[config.mk]
export PLATFORM = sky130hd
export DESIGN_NAME = csv_field_tokenizer
export DESIGN_NICKNAME = d
export VERILOG_FILES = /design/src/sv/cft_pkg.sv /design/src/sv/cft_outq.sv /design/src/sv/csv_field_tokenizer.sv
export SDC_FILE = /design/constraint.sdc
export NUM_CORES = 1
export LEC_CHECK = 0
export ABC_AREA = 1
export BUFFER_PORTS_ARGS = -buffer_cell sky130_fd_sc_hd__buf_2
export CELL_PAD_IN_SITES_DETAIL_PLACEMENT = 1
export CELL_PAD_IN_SITES_GLOBAL_PLACEMENT = 2
export CORE_ASPECT_RATIO = 0.6
export CORE_MARGIN = 1
export CORE_UTILIZATION = 33
export DETAILED_ROUTE_END_ITERATION = 7
export HOLD_SLACK_MARGIN = 0.15
export PLACE_DENSITY = 0.75
export SKIP_LAST_GASP = 1
export SYNTH_ARGS = -nofsm -noshare
export SYNTH_HDL_FRONTEND = slang
export SYNTH_HIERARCHICAL = 1
export SYNTH_SLANG_ARGS = --single-unit
[constraint.sdc]
create_clock -name clk_i -period 3.4 [get_ports clk_i]
set_input_delay 0.34 -clock clk_i [delete_from_list [all_inputs] [get_ports clk_i]]
set_output_delay 0.34 -clock clk_i [all_outputs]
set_load 0.01 [all_outputs]
[src/sv/cft_pkg.sv]
// Shared types, constants and the per-byte tokenizer step for the CSV field tokenizer.
package cft_pkg;

  localparam logic [7:0] CH_QUOTE = 8'h22;
  localparam logic [7:0] CH_CR    = 8'h0d;
  localparam logic [7:0] CH_LF    = 8'h0a;
  localparam logic [7:0] SEP_RESET = 8'h2c;

  // Depth of the result queue; it must hold the two results of one byte.
  localparam int OQ_DEPTH = 4;
  localparam int OQ_PTR_W = $clog2(OQ_DEPTH);
  localparam int OQ_CNT_W = $clog2(OQ_DEPTH + 1);

  typedef enum logic [2:0] {
    KIND_DATA  = 3'd0,
    KIND_EOF   = 3'd1,
    KIND_EOR   = 3'd2,
    KIND_EMPTY = 3'd3,
    KIND_ERR   = 3'd4
  } kind_e;

  typedef enum logic [1:0] {
    Q_OUT  = 2'd0,
    Q_IN   = 2'd1,
    Q_HELD = 2'd2
  } qmode_e;

  typedef struct packed {
    qmode_e qm;
    logic   cont;
    logic   lhb;
  } tok_state_t;

  typedef struct packed {
    tok_state_t  st;
    logic        ev;
    kind_e       kind;
    logic [7:0]  data;
  } take_res_t;

  typedef struct packed {
    kind_e      kind;
    logic [7:0] data;
    logic       last;
  } result_t;

  typedef struct packed {
    logic [1:0] n;
    result_t    r0;
    result_t    r1;
  } push_t;

  // One byte through the quoting rules; the quote state is already normalized.
  function automatic take_res_t take_byte(tok_state_t s, logic [7:0] b, logic [7:0] sep);
    take_res_t r;
    logic      stop;
    r.st   = s;
    r.ev   = 1'b0;
    r.kind = KIND_DATA;
    r.data = 8'h00;
    stop   = 1'b0;
    if (s.qm == Q_HELD) begin
      if (b == CH_QUOTE) begin
        r.ev    = 1'b1;
        r.data  = CH_QUOTE;
        r.st.qm = Q_IN;
        stop    = 1'b1;
      end else begin
        r.st.qm = Q_OUT;
      end
    end
    if (!stop) begin
      if (r.st.qm == Q_IN) begin
        r.st.lhb = 1'b1;
        if (b == CH_QUOTE) begin
          r.st.qm = Q_HELD;
        end else begin
          if (b == CH_LF) begin
            r.st.cont = 1'b1;
          end
          r.ev   = 1'b1;
          r.data = b;
        end
      end else if (b == CH_LF) begin
        r.ev      = 1'b1;
        r.kind    = (s.lhb || s.cont) ? KIND_EOR : KIND_EMPTY;
        r.st.qm   = Q_OUT;
        r.st.cont = 1'b0;
        r.st.lhb  = 1'b0;
      end else begin
        r.st.lhb = 1'b1;
        if (b == CH_QUOTE) begin
          r.st.qm = Q_IN;
        end else if (b == sep) begin
          r.ev   = 1'b1;
          r.kind = KIND_EOF;
        end else begin
          r.ev   = 1'b1;
          r.data = b;
        end
      end
    end
    return r;
  endfunction

endpackage

[src/sv/cft_outq.sv]
// Four-entry result queue that takes up to two results per cycle and gives one.
module cft_outq (
  input  logic             clk_i,
  input  logic             rst_ni,
  input  cft_pkg::push_t   push_i,
  output logic             room_o,
  output logic             valid_o,
  input  logic             pop_i,
  output cft_pkg::result_t head_o
);
  import cft_pkg::*;

  result_t               mem_q [OQ_DEPTH];
  logic [OQ_PTR_W-1:0]   wr_ptr_q, rd_ptr_q;
  logic [OQ_CNT_W-1:0]   count_q;
  logic                  pop;

  assign pop     = pop_i && valid_o;
  assign valid_o = count_q != '0;
  assign room_o  = count_q <= OQ_CNT_W'(OQ_DEPTH - 2);
  assign head_o  = mem_q[rd_ptr_q];

  always_ff @(posedge clk_i) begin
    if (push_i.n != 2'd0) begin
      mem_q[wr_ptr_q] <= push_i.r0;
    end
    if (push_i.n == 2'd2) begin
      mem_q[wr_ptr_q + OQ_PTR_W'(1)] <= push_i.r1;
    end
  end

  always_ff @(posedge clk_i or negedge rst_ni) begin
    if (!rst_ni) begin
      wr_ptr_q <= '0;
      rd_ptr_q <= '0;
      count_q  <= '0;
    end else begin
      wr_ptr_q <= wr_ptr_q + OQ_PTR_W'(push_i.n);
      rd_ptr_q <= rd_ptr_q + OQ_PTR_W'(pop);
      count_q  <= count_q + OQ_CNT_W'(push_i.n) - OQ_CNT_W'(pop);
    end
  end

endmodule

[src/sv/csv_field_tokenizer.sv]
// Top level of the CSV field tokenizer: byte stream in, field tokens out.
//
//   channel   direction  fields
//   s_axis    in         tdata[7:0] in_byte, tuser[0] end_of_input
//   m_axis    out        tdata[7:0] out_byte, tuser[2:0] kind, tlast last
//   cfg       in         data[7:0] separator
//
// One input byte is taken per cycle while the result queue has room for two results.
// The tokenizer state updates in the cycle of the transfer; results go through the queue.
// Output runs at one result per cycle while m_axis is ready; two-result bytes slow intake.
// Reset clears the quote state and the queue and sets the separator to a comma.
// A stall on m_axis lets the four-entry queue fill; s_axis_tready_o drops once three
// results wait.
module csv_field_tokenizer (
  input  logic       clk_i,
  input  logic       rst_ni,
  input  logic       s_axis_tvalid_i,
  output logic       s_axis_tready_o,
  input  logic [7:0] s_axis_tdata_i,   // [7:0] in_byte
  input  logic       s_axis_tuser_i,   // [0] end_of_input
  output logic       m_axis_tvalid_o,
  input  logic       m_axis_tready_i,
  output logic [7:0] m_axis_tdata_o,   // [7:0] out_byte
  output logic [2:0] m_axis_tuser_o,   // [2:0] kind
  output logic       m_axis_tlast_o,
  input  logic       cfg_valid_i,
  output logic       cfg_ready_o,
  input  logic [7:0] cfg_data_i        // [7:0] separator
);
  import cft_pkg::*;

  logic [7:0] sep_q;
  qmode_e     qm_q;
  logic       cont_q, lhb_q, crh_q;

  logic       xfer, room, eoi, done, hold_cr, use2, ev1, ev2, e_ev;
  logic [7:0] b;
  qmode_e     qm_norm;
  tok_state_t s0, s1, st_d;
  take_res_t  res1, res2;
  result_t    q1, q2, head;
  push_t      push;
  kind_e      e_kind;

  assign cfg_ready_o     = 1'b1;
  assign s_axis_tready_o = room;
  assign xfer            = s_axis_tvalid_i && room;
  assign b               = s_axis_tdata_i;
  assign eoi             = s_axis_tuser_i;

  always_comb begin
    qm_norm = (qm_q == Q_IN || qm_q == Q_HELD) ? qm_q : Q_OUT;
    s0      = '{qm: qm_norm, cont: cont_q, lhb: lhb_q};
    done    = crh_q && (b == CH_LF);
    // A held carriage return is either folded into the newline or replayed as a byte.
    res1    = take_byte(s0, done ? CH_LF : CH_CR, sep_q);
    s1      = crh_q ? res1.st : s0;
    hold_cr = !done && s1.cont && (b == CH_CR);
    use2    = !done && !hold_cr;
    res2    = take_byte(s1, b, sep_q);

    e_ev   = (qm_norm == Q_IN) || lhb_q || cont_q;
    e_kind = (qm_norm == Q_IN) ? KIND_ERR : KIND_EOR;

    if (eoi) begin
      st_d = '{qm: Q_OUT, cont: 1'b0, lhb: 1'b0};
    end else if (use2) begin
      st_d = res2.st;
    end else begin
      st_d = s1;
      if (hold_cr && s1.qm == Q_HELD) begin
        st_d.qm = Q_OUT;
      end
    end

    ev1 = eoi ? e_ev : (crh_q && res1.ev);
    ev2 = !eoi && use2 && res2.ev;

    q1 = '{kind: eoi ? e_kind : res1.kind, data: eoi ? 8'h00 : res1.data, last: 1'b0};
    q2 = '{kind: res2.kind, data: res2.data, last: 1'b1};
    q1.last = !ev2;

    push.r0 = ev1 ? q1 : q2;
    push.r1 = q2;
    push.n  = xfer ? (2'(ev1) + 2'(ev2)) : 2'd0;
  end

  always_ff @(posedge clk_i or negedge rst_ni) begin
    if (!rst_ni) begin
      sep_q  <= SEP_RESET;
      qm_q   <= Q_OUT;
      cont_q <= 1'b0;
      lhb_q  <= 1'b0;
      crh_q  <= 1'b0;
    end else begin
      if (cfg_valid_i) begin
        sep_q <= cfg_data_i;
      end
      if (xfer) begin
        qm_q   <= st_d.qm;
        cont_q <= st_d.cont;
        lhb_q  <= st_d.lhb;
        crh_q  <= !eoi && hold_cr;
      end
    end
  end

  cft_outq u_outq (
    .clk_i   (clk_i),
    .rst_ni  (rst_ni),
    .push_i  (push),
    .room_o  (room),
    .valid_o (m_axis_tvalid_o),
    .pop_i   (m_axis_tready_i),
    .head_o  (head)
  );

  assign m_axis_tdata_o = head.data;
  assign m_axis_tuser_o = head.kind;
  assign m_axis_tlast_o = head.last;

endmodule

**After elaboration in Yosys (flattened, before gate mapping)**

Memories as Yosys holds them, arrays and structs flattened.
Index checks and enable logic that the tools add are counted.

- Add/sub/neg operators: 6
- Multiplexer cells: 64
- Reductions and logical operators: 22
- Eq/ne operators: 15
- $lt $le $gt $ge: 1

Operator list:

| kind | number |
|---|---|
| $mux W8 | 10 |
| $mux W12 | 3 |
| $mux W16 | 2 |
| $mux W1 | 23 |
| $mux W2 | 11 |
| $mux W5 | 4 |
| $mux W6 | 3 |
| $eq A8 B4 Y1 const B | 2 |
| $mux W3 | 5 |
| $mux W4 | 3 |
| $logic_and A1 B1 Y1 | 11 |
| $eq A2 B1 Y1 const B | 4 |
| $eq A2 B2 Y1 const B | 4 |
| $eq A4 B8 Y1 | 1 |
| $eq A8 B6 Y1 const B | 1 |
| $eq A8 B8 Y1 | 1 |
| $eq A4 B6 Y1 const B | 1 |
| $logic_or A1 B1 Y1 | 5 |
| $eq A4 B4 Y1 const B | 1 |
| $logic_not A1 Y1 | 4 |
| $add A3 B2 Y3 | 1 |
| $le A3 B2 Y1 const B | 1 |
| $reduce_bool A3 Y1 | 1 |
| $sub A3 B1 Y3 | 1 |
| 5 further kinds | 5 |

- Memories kept: 1
- Memory bits (writable): 48
- Bits of input ports: 22
- Output and inout port bits: 15
- Flip-flop bits (word level): 20
- Word-level logic and storage cells: 117

Memory list:

| name | words | width | rd ports | clocked after Yosys merged registers in | wr ports | RTL line | RTL |
|---|---|---|---|---|---|---|---|
| u_outq.mem_q | 4 | 12 | 1 | 0 | 2 | cft_outq.sv:13 | `result_t mem_q [OQ_DEPTH];` |

**Longest topological paths before layout**

- Word-level depth: 25
- Gate-level depth with buffers: 17

**Hierarchy**

Netlist, hierarchy kept.

Modules (own cells, without submodules):

| module | cells each | seq. area each (µm²) | area each (µm²) | instances |
|---|---|---|---|---|
| cft_outq | 302 | 1,616.6 | 2,952.8 | 1 |
| csv_field_tokenizer | 187 | 329.1 | 1,236.2 | 1 |

**Worst setup path before layout**

No wires, ideal clock.

- Path kind: flip-flop to flip-flop
- From: register cont_q
- To: memory u_outq/mem_q[0][0] in the netlist's numbering, enable pin
- Buffers on the path: 0
- Arrival time: 2,867 ps
- Period minus slack after synthesis: 3,268 ps
- Stages on the path, launching flop included: 9
- Required time: 3,000 ps
- Slack: 132 ps
- Library setup time: 400 ps
- Path through: dfrtp_1 > or2_1 > o22ai_2 > inv_1 > ha_1 > inv_1 > nor2_1 > nor2_1 > o31ai_1

RTL lines:

| element | RTL line | RTL |
|---|---|---|
| start: declaration | csv_field_tokenizer.sv:34 | `logic cont_q, lhb_q, crh_q;` |
| start signal: assignment | csv_field_tokenizer.sv:101 | `cont_q <= st_d.cont;` |
| end: declaration | cft_outq.sv:13 |  |

==> results.md <==
Logic synthesis:
- In this run, synthesis inferred 48 flip-flops with an integrated enable.
- The number of distinct standard cells referenced by the synthesized netlist is 42.
- The portion of synthesized area spent on multiplexers is 0.00806.
- The async set-or-reset flop fraction in the synthesized netlist is 0.294.
- For this run, the register share of the synthesized area comes to 0.464.
- The flip-flop and latch count after synthesis is 68.
- Of the total synthesized cell area, the portion taken by AND, OR, NAND and NOR gates is 0.246.
- The adder and majority cell fraction of the synthesized area is 0.0167.
- The main flop type after synthesis is sky130_fd_sc_hd__edfxtp_1.
- The portion of synthesized cell area occupied by the leading cell type is 0.344.
- The synthesized-area fraction occupied by ao, oa, aoi and oai cells came to 0.163.
- The mapped cell area is 4190 um^2.
- The fraction of synthesized cell area in xor and xnor cells is 0.0146.
- The library cell occupying the most area in the post-synthesis netlist is sky130_fd_sc_hd__edfxtp_1.
- The mean instance size in the synthesized netlist is 8.57 um^2.
- By area the synthesized netlist is led by sky130_fd_sc_hd__edfxtp_1 (34%), sky130_fd_sc_hd__nand2_1 (10%), sky130_fd_sc_hd__dfrtp_1 (10%).
- The number of synthesis warnings is 6.
- The dominant combinational cell family by area after synthesis is simple AND/OR/NAND/NOR gates.
- The synthesized instance count is 489.

Clock network:
- The number of setup buffers added after CTS is 0.
- The total clock buffers created by CTS is 9.
- The number of gates resized after cts is 0.
- The number of hold buffers added after CTS was 1.
- The root buffer cell is sky130_fd_sc_hd__clkbuf_16.
- The clock insertion delay at the later pin of the skew report is 0.33 ns.
- In this run the number of H-tree levels came out at 3.
- After clock tree synthesis, the clock-pin slew on the worst setup and hold paths is 0.06 ns.
- The clock net in this run drives a total of 68 sinks.
- Counting along the longest clock path gives a buffer depth of 2.
- The clock tree from TritonCTS is done.

Global route:
- In the global route stage, met1 resource usage came out at 0.280.
- The number of global-route vias before repair is 3485.
- The total overflow reported by the global router is 0.
- The number of antenna violations at the first check in global routing was 0.
- The layer with the highest usage is met2.
- Entering global routing, the biggest net connects 28 pins.
- The routing usage on met3 is 0.0403.
- In the global route stage, overall resource usage came out at 0.195.
- The met2 routing resource usage after global routing is 0.306.
- The first global-routing pass estimated 19100 um of wire.

Cells and area:
- The number of fill cells in the layout is 1456.
- The growth of design area from synthesis to finish is 16.0%.
- The utilization after layout is 0.398.
- The final layout contains 558 nets.
- The count of placed standard cells in the final layout, fillers left out is 701.
- The number of diodes is 0.
- The combined area of the multi-input logic cells is 1910 um^2.
- In the final layout, the share of cells above drive strength 1 is 0.257.
- The sequential cells in the finished layout cover a total of 1950 um^2.

Detailed routing:
- Dividing the detail-routed wire length by the instance count gives 17.1 um.
- Using the TritonRoute via totals, the vias-per-cell ratio works out to 4.92.
- The via count of the routed design is 3449.
- For this run, the detailed router's first-pass iteration total came to 4.
- The detailed router finished its first iteration with 206 violations.
- In this run the remaining antenna-violating nets after routing total 0.
- Summed over all layers, the routed wires come to approximately 12000 um.
- In the routed design, unresolved DRC markers number 0.

Floorplanning:
- The vertical die dimension is ~89 um.
- The region available for standard cell placement spans about 12000 um^2.
- The die width is 147 um.
- For this configuration, the core starts out at a cell density of 0.343.
- 37 I/O pins were placed.
- The die footprint is 13200 um^2.
- After floorplanning, the core was divided into 31 placement rows.

STA:
- The worst max-slew margin expressed relative to the limit is 0.402.
- The hold violation total from the final report was 0.
- The total setup violations reported at the end of the flow is 0.
- Static timing analysis puts the maximum clock frequency at 322 MHz.
- The clock arrives with 0.00927 ns of skew.
- The worst path in the final design needs a cycle of 3.11 ns, including I/O delays and setup.
- Once routing completed, OpenROAD measured the worst setup slack at 0.293 ns.
- The number of max-slew violations in the final report came to 0.
- The part of the cycle the worst path needs is 0.914.
- In the final timing run, aggregate negative setup slack is 0 ns.
- The slew at the pin closest to its max-slew limit is between 0.8 and 0.9 ns.
- Setup repair after global routing left no endpoint under its margin.

Worst setup path:
- The maximum fanout count along the critical path is 7.
- For the worst setup path, the data arrival time is 3.33 ns.
- STA classifies the critical path startpoint as a flip-flop.
- The critical path in this run is classified as reg2reg.
- The critical path required time is roughly 3.6 ns.
- Across all register-to-register paths, the minimum setup slack is 0.29 ns.
- The endpoint kind of the worst setup timing path is a flip-flop.

Power and ir drop:
- The analysis attributes to cell leakage a power of approximately 0.0022 uW.
- Power spread over the standard cell area amounts to 676 nW/um^2.
- The peak supply drop is around 0.00025 V.

Run status:
- The flow ran to the end, and the final reports show no timing, DRC or antenna violations.

Min path:
- The kind of path behind the tightest hold check is in2reg.

Placement:
- Once detailed placement completed, the half-perimeter wirelength came to slightly below 9000 um.
- The global placer's final weighted congestion is 0.906.
- During placement, the flow inserted port buffers numbering 35.
- The number of placed instances, taps included is 684.
- Prior to clock tree synthesis, the placed netlist has a worst setup slack of approximately 0.29 ns.

Run:
- The number of maximum-capacitance constraint violations is 0.
[per-layer routing]
layer,vias up,wire (um)
li1,1698,-
met1,1685,6310
met2,58,5120
met3,8,445
met4,0,85
met5,-,0
[stage by stage]
stage	area (um^2)	hold WS [ns]	total power [uW]
after floorplan	4190	0.0444	1880
after global placement	4530	0.339	2250
after detailed placement	4530	0.344	2300
after CTS	4860	0.225	3330
after global routing	4860	0.232	3490
final	4860	0.232	3290
[synth_stat cells (2+ instances only)]
master,number
sky130_fd_sc_hd__ha_1,4
sky130_fd_sc_hd__nand2_4,6
sky130_fd_sc_hd__edfxtp_1,48
sky130_fd_sc_hd__nor3_2,3
sky130_fd_sc_hd__buf_4,2
sky130_fd_sc_hd__nor2_1,59
sky130_fd_sc_hd__nand3_2,2
sky130_fd_sc_hd__xnor2_1,6
sky130_fd_sc_hd__buf_6,8
sky130_fd_sc_hd__nand3_1,16
sky130_fd_sc_hd__dfrtp_1,17
sky130_fd_sc_hd__conb_1,2
sky130_fd_sc_hd__inv_2,7
sky130_fd_sc_hd__buf_2,5
sky130_fd_sc_hd__mux2_2,3
sky130_fd_sc_hd__o31ai_1,3
sky130_fd_sc_hd__dfstp_2,3
sky130_fd_sc_hd__nor3_1,3
sky130_fd_sc_hd__a21oi_2,2
sky130_fd_sc_hd__o21ai_0,57
sky130_fd_sc_hd__a21oi_1,2
sky130_fd_sc_hd__inv_1,48
sky130_fd_sc_hd__nor4_1,2
sky130_fd_sc_hd__nand2_2,4
sky130_fd_sc_hd__nor2_4,2
sky130_fd_sc_hd__o21ai_2,34
sky130_fd_sc_hd__nand2_1,117
sky130_fd_sc_hd__nor2_2,2
sky130_fd_sc_hd__o21ai_1,6
sky130_fd_sc_hd__nand4_1,4
[sequential cells by signal (all words and copies together), names as in the netlist]
register         cells
sep_q                8
u_outq/mem_q        48
crh_q                1
u_outq/wr_ptr_q      2
cont_q               1
qm_q                 2
u_outq/rd_ptr_q      2
lhb_q                1
u_outq/count_q       3
[kinds of logic (layout without fill, tap and decap cells)]
logic type	count (synthesis)	count (layout)
mux	3	3
fa+ha+maj	5	5
xor+xnor	7	7
buf+inv	73	119
other cells	2	3
flops	68	68
compound gates	106	106
simple gates	225	225
[layout by cell type (no fill, tap or decap), types with 2 or more instances in the layout]
cell,n
sky130_fd_sc_hd__o21ai_2,34
sky130_fd_sc_hd__dfrtp_1,17
sky130_fd_sc_hd__buf_4,11
sky130_fd_sc_hd__buf_2,35
sky130_fd_sc_hd__inv_2,7
sky130_fd_sc_hd__inv_1,48
sky130_fd_sc_hd__mux2_2,3
sky130_fd_sc_hd__conb_1,3
sky130_fd_sc_hd__dfstp_2,3
sky130_fd_sc_hd__a21oi_2,2
sky130_fd_sc_hd__clkbuf_16,9
sky130_fd_sc_hd__bufinv_16,2
sky130_fd_sc_hd__ha_1,4
sky130_fd_sc_hd__nor4_1,2
sky130_fd_sc_hd__nand3_2,2
sky130_fd_sc_hd__nor3_1,3
sky130_fd_sc_hd__o21ai_0,56
sky130_fd_sc_hd__o21ai_1,7
sky130_fd_sc_hd__nand2_4,6
sky130_fd_sc_hd__nor2_4,2
sky130_fd_sc_hd__inv_6,2
sky130_fd_sc_hd__nor3_2,3
sky130_fd_sc_hd__nand2_2,4
sky130_fd_sc_hd__nand4_1,4
sky130_fd_sc_hd__a21oi_1,2
sky130_fd_sc_hd__nand2_1,117
sky130_fd_sc_hd__o31ai_2,3
sky130_fd_sc_hd__nor2_2,2
sky130_fd_sc_hd__nand3_1,16
sky130_fd_sc_hd__nor2_1,59
sky130_fd_sc_hd__clkinv_2,2
sky130_fd_sc_hd__edfxtp_1,48
sky130_fd_sc_hd__xnor2_1,6
[critical path: stages (launching register included)]
cell                      delay (ns)
sky130_fd_sc_hd__dfrtp_1        0.49
sky130_fd_sc_hd__nor3_4         0.30
sky130_fd_sc_hd__nor2_1         0.11
sky130_fd_sc_hd__nor3_1         0.22
sky130_fd_sc_hd__ha_1           0.18
sky130_fd_sc_hd__inv_1          0.09
sky130_fd_sc_hd__nor2_1         0.27
sky130_fd_sc_hd__inv_2          0.13
sky130_fd_sc_hd__ha_1           0.34
sky130_fd_sc_hd__fa_1           0.44
sky130_fd_sc_hd__xnor2_1        0.22
sky130_fd_sc_hd__inv_1          0.07
sky130_fd_sc_hd__nand2_1        0.07
sky130_fd_sc_hd__nand2_1        0.05
[area by class of cell]
| type | count | share of cell area |
|---|---|---|
| Multi-Input combinational cell | 349 | 0.393 |
| Clock buffer | 10 | 0.0471 |
| Clock inverter | 6 | 0.0180 |
| Tap cell | 165 | 0.0425 |
| Inverter | 56 | 0.0443 |
| Timing Repair Buffer | 47 | 0.0551 |
| Sequential cell | 68 | 0.400 |
[final timing paths]
path                                      end  cells past startpoint          startpoint
setup / recovery            u_outq/count_q[2]                     13               crh_q
hold / removal                       sep_q[0]                      3       cfg_data_i[0]
setup reg to reg            u_outq/count_q[2]                     13               crh_q
hold reg to reg            u_outq/rd_ptr_q[1]                      2  u_outq/rd_ptr_q[1]
max in group asynchronous            sep_q[5]                      2              rst_ni
min in group asynchronous              cont_q                      2              rst_ni
[power by group]
| group | total (uW) | internal (uW) | switching [uW] | leakage, uW |
|---|---|---|---|---|
| clock network | 1010 | 644 | 368 | 0.000157 |
| logic | 1140 | 376 | 760 | 0.00132 |
| registers | 1140 | 1050 | 85.3 | 0.000682 |
(Power assumes the default switching activity.)
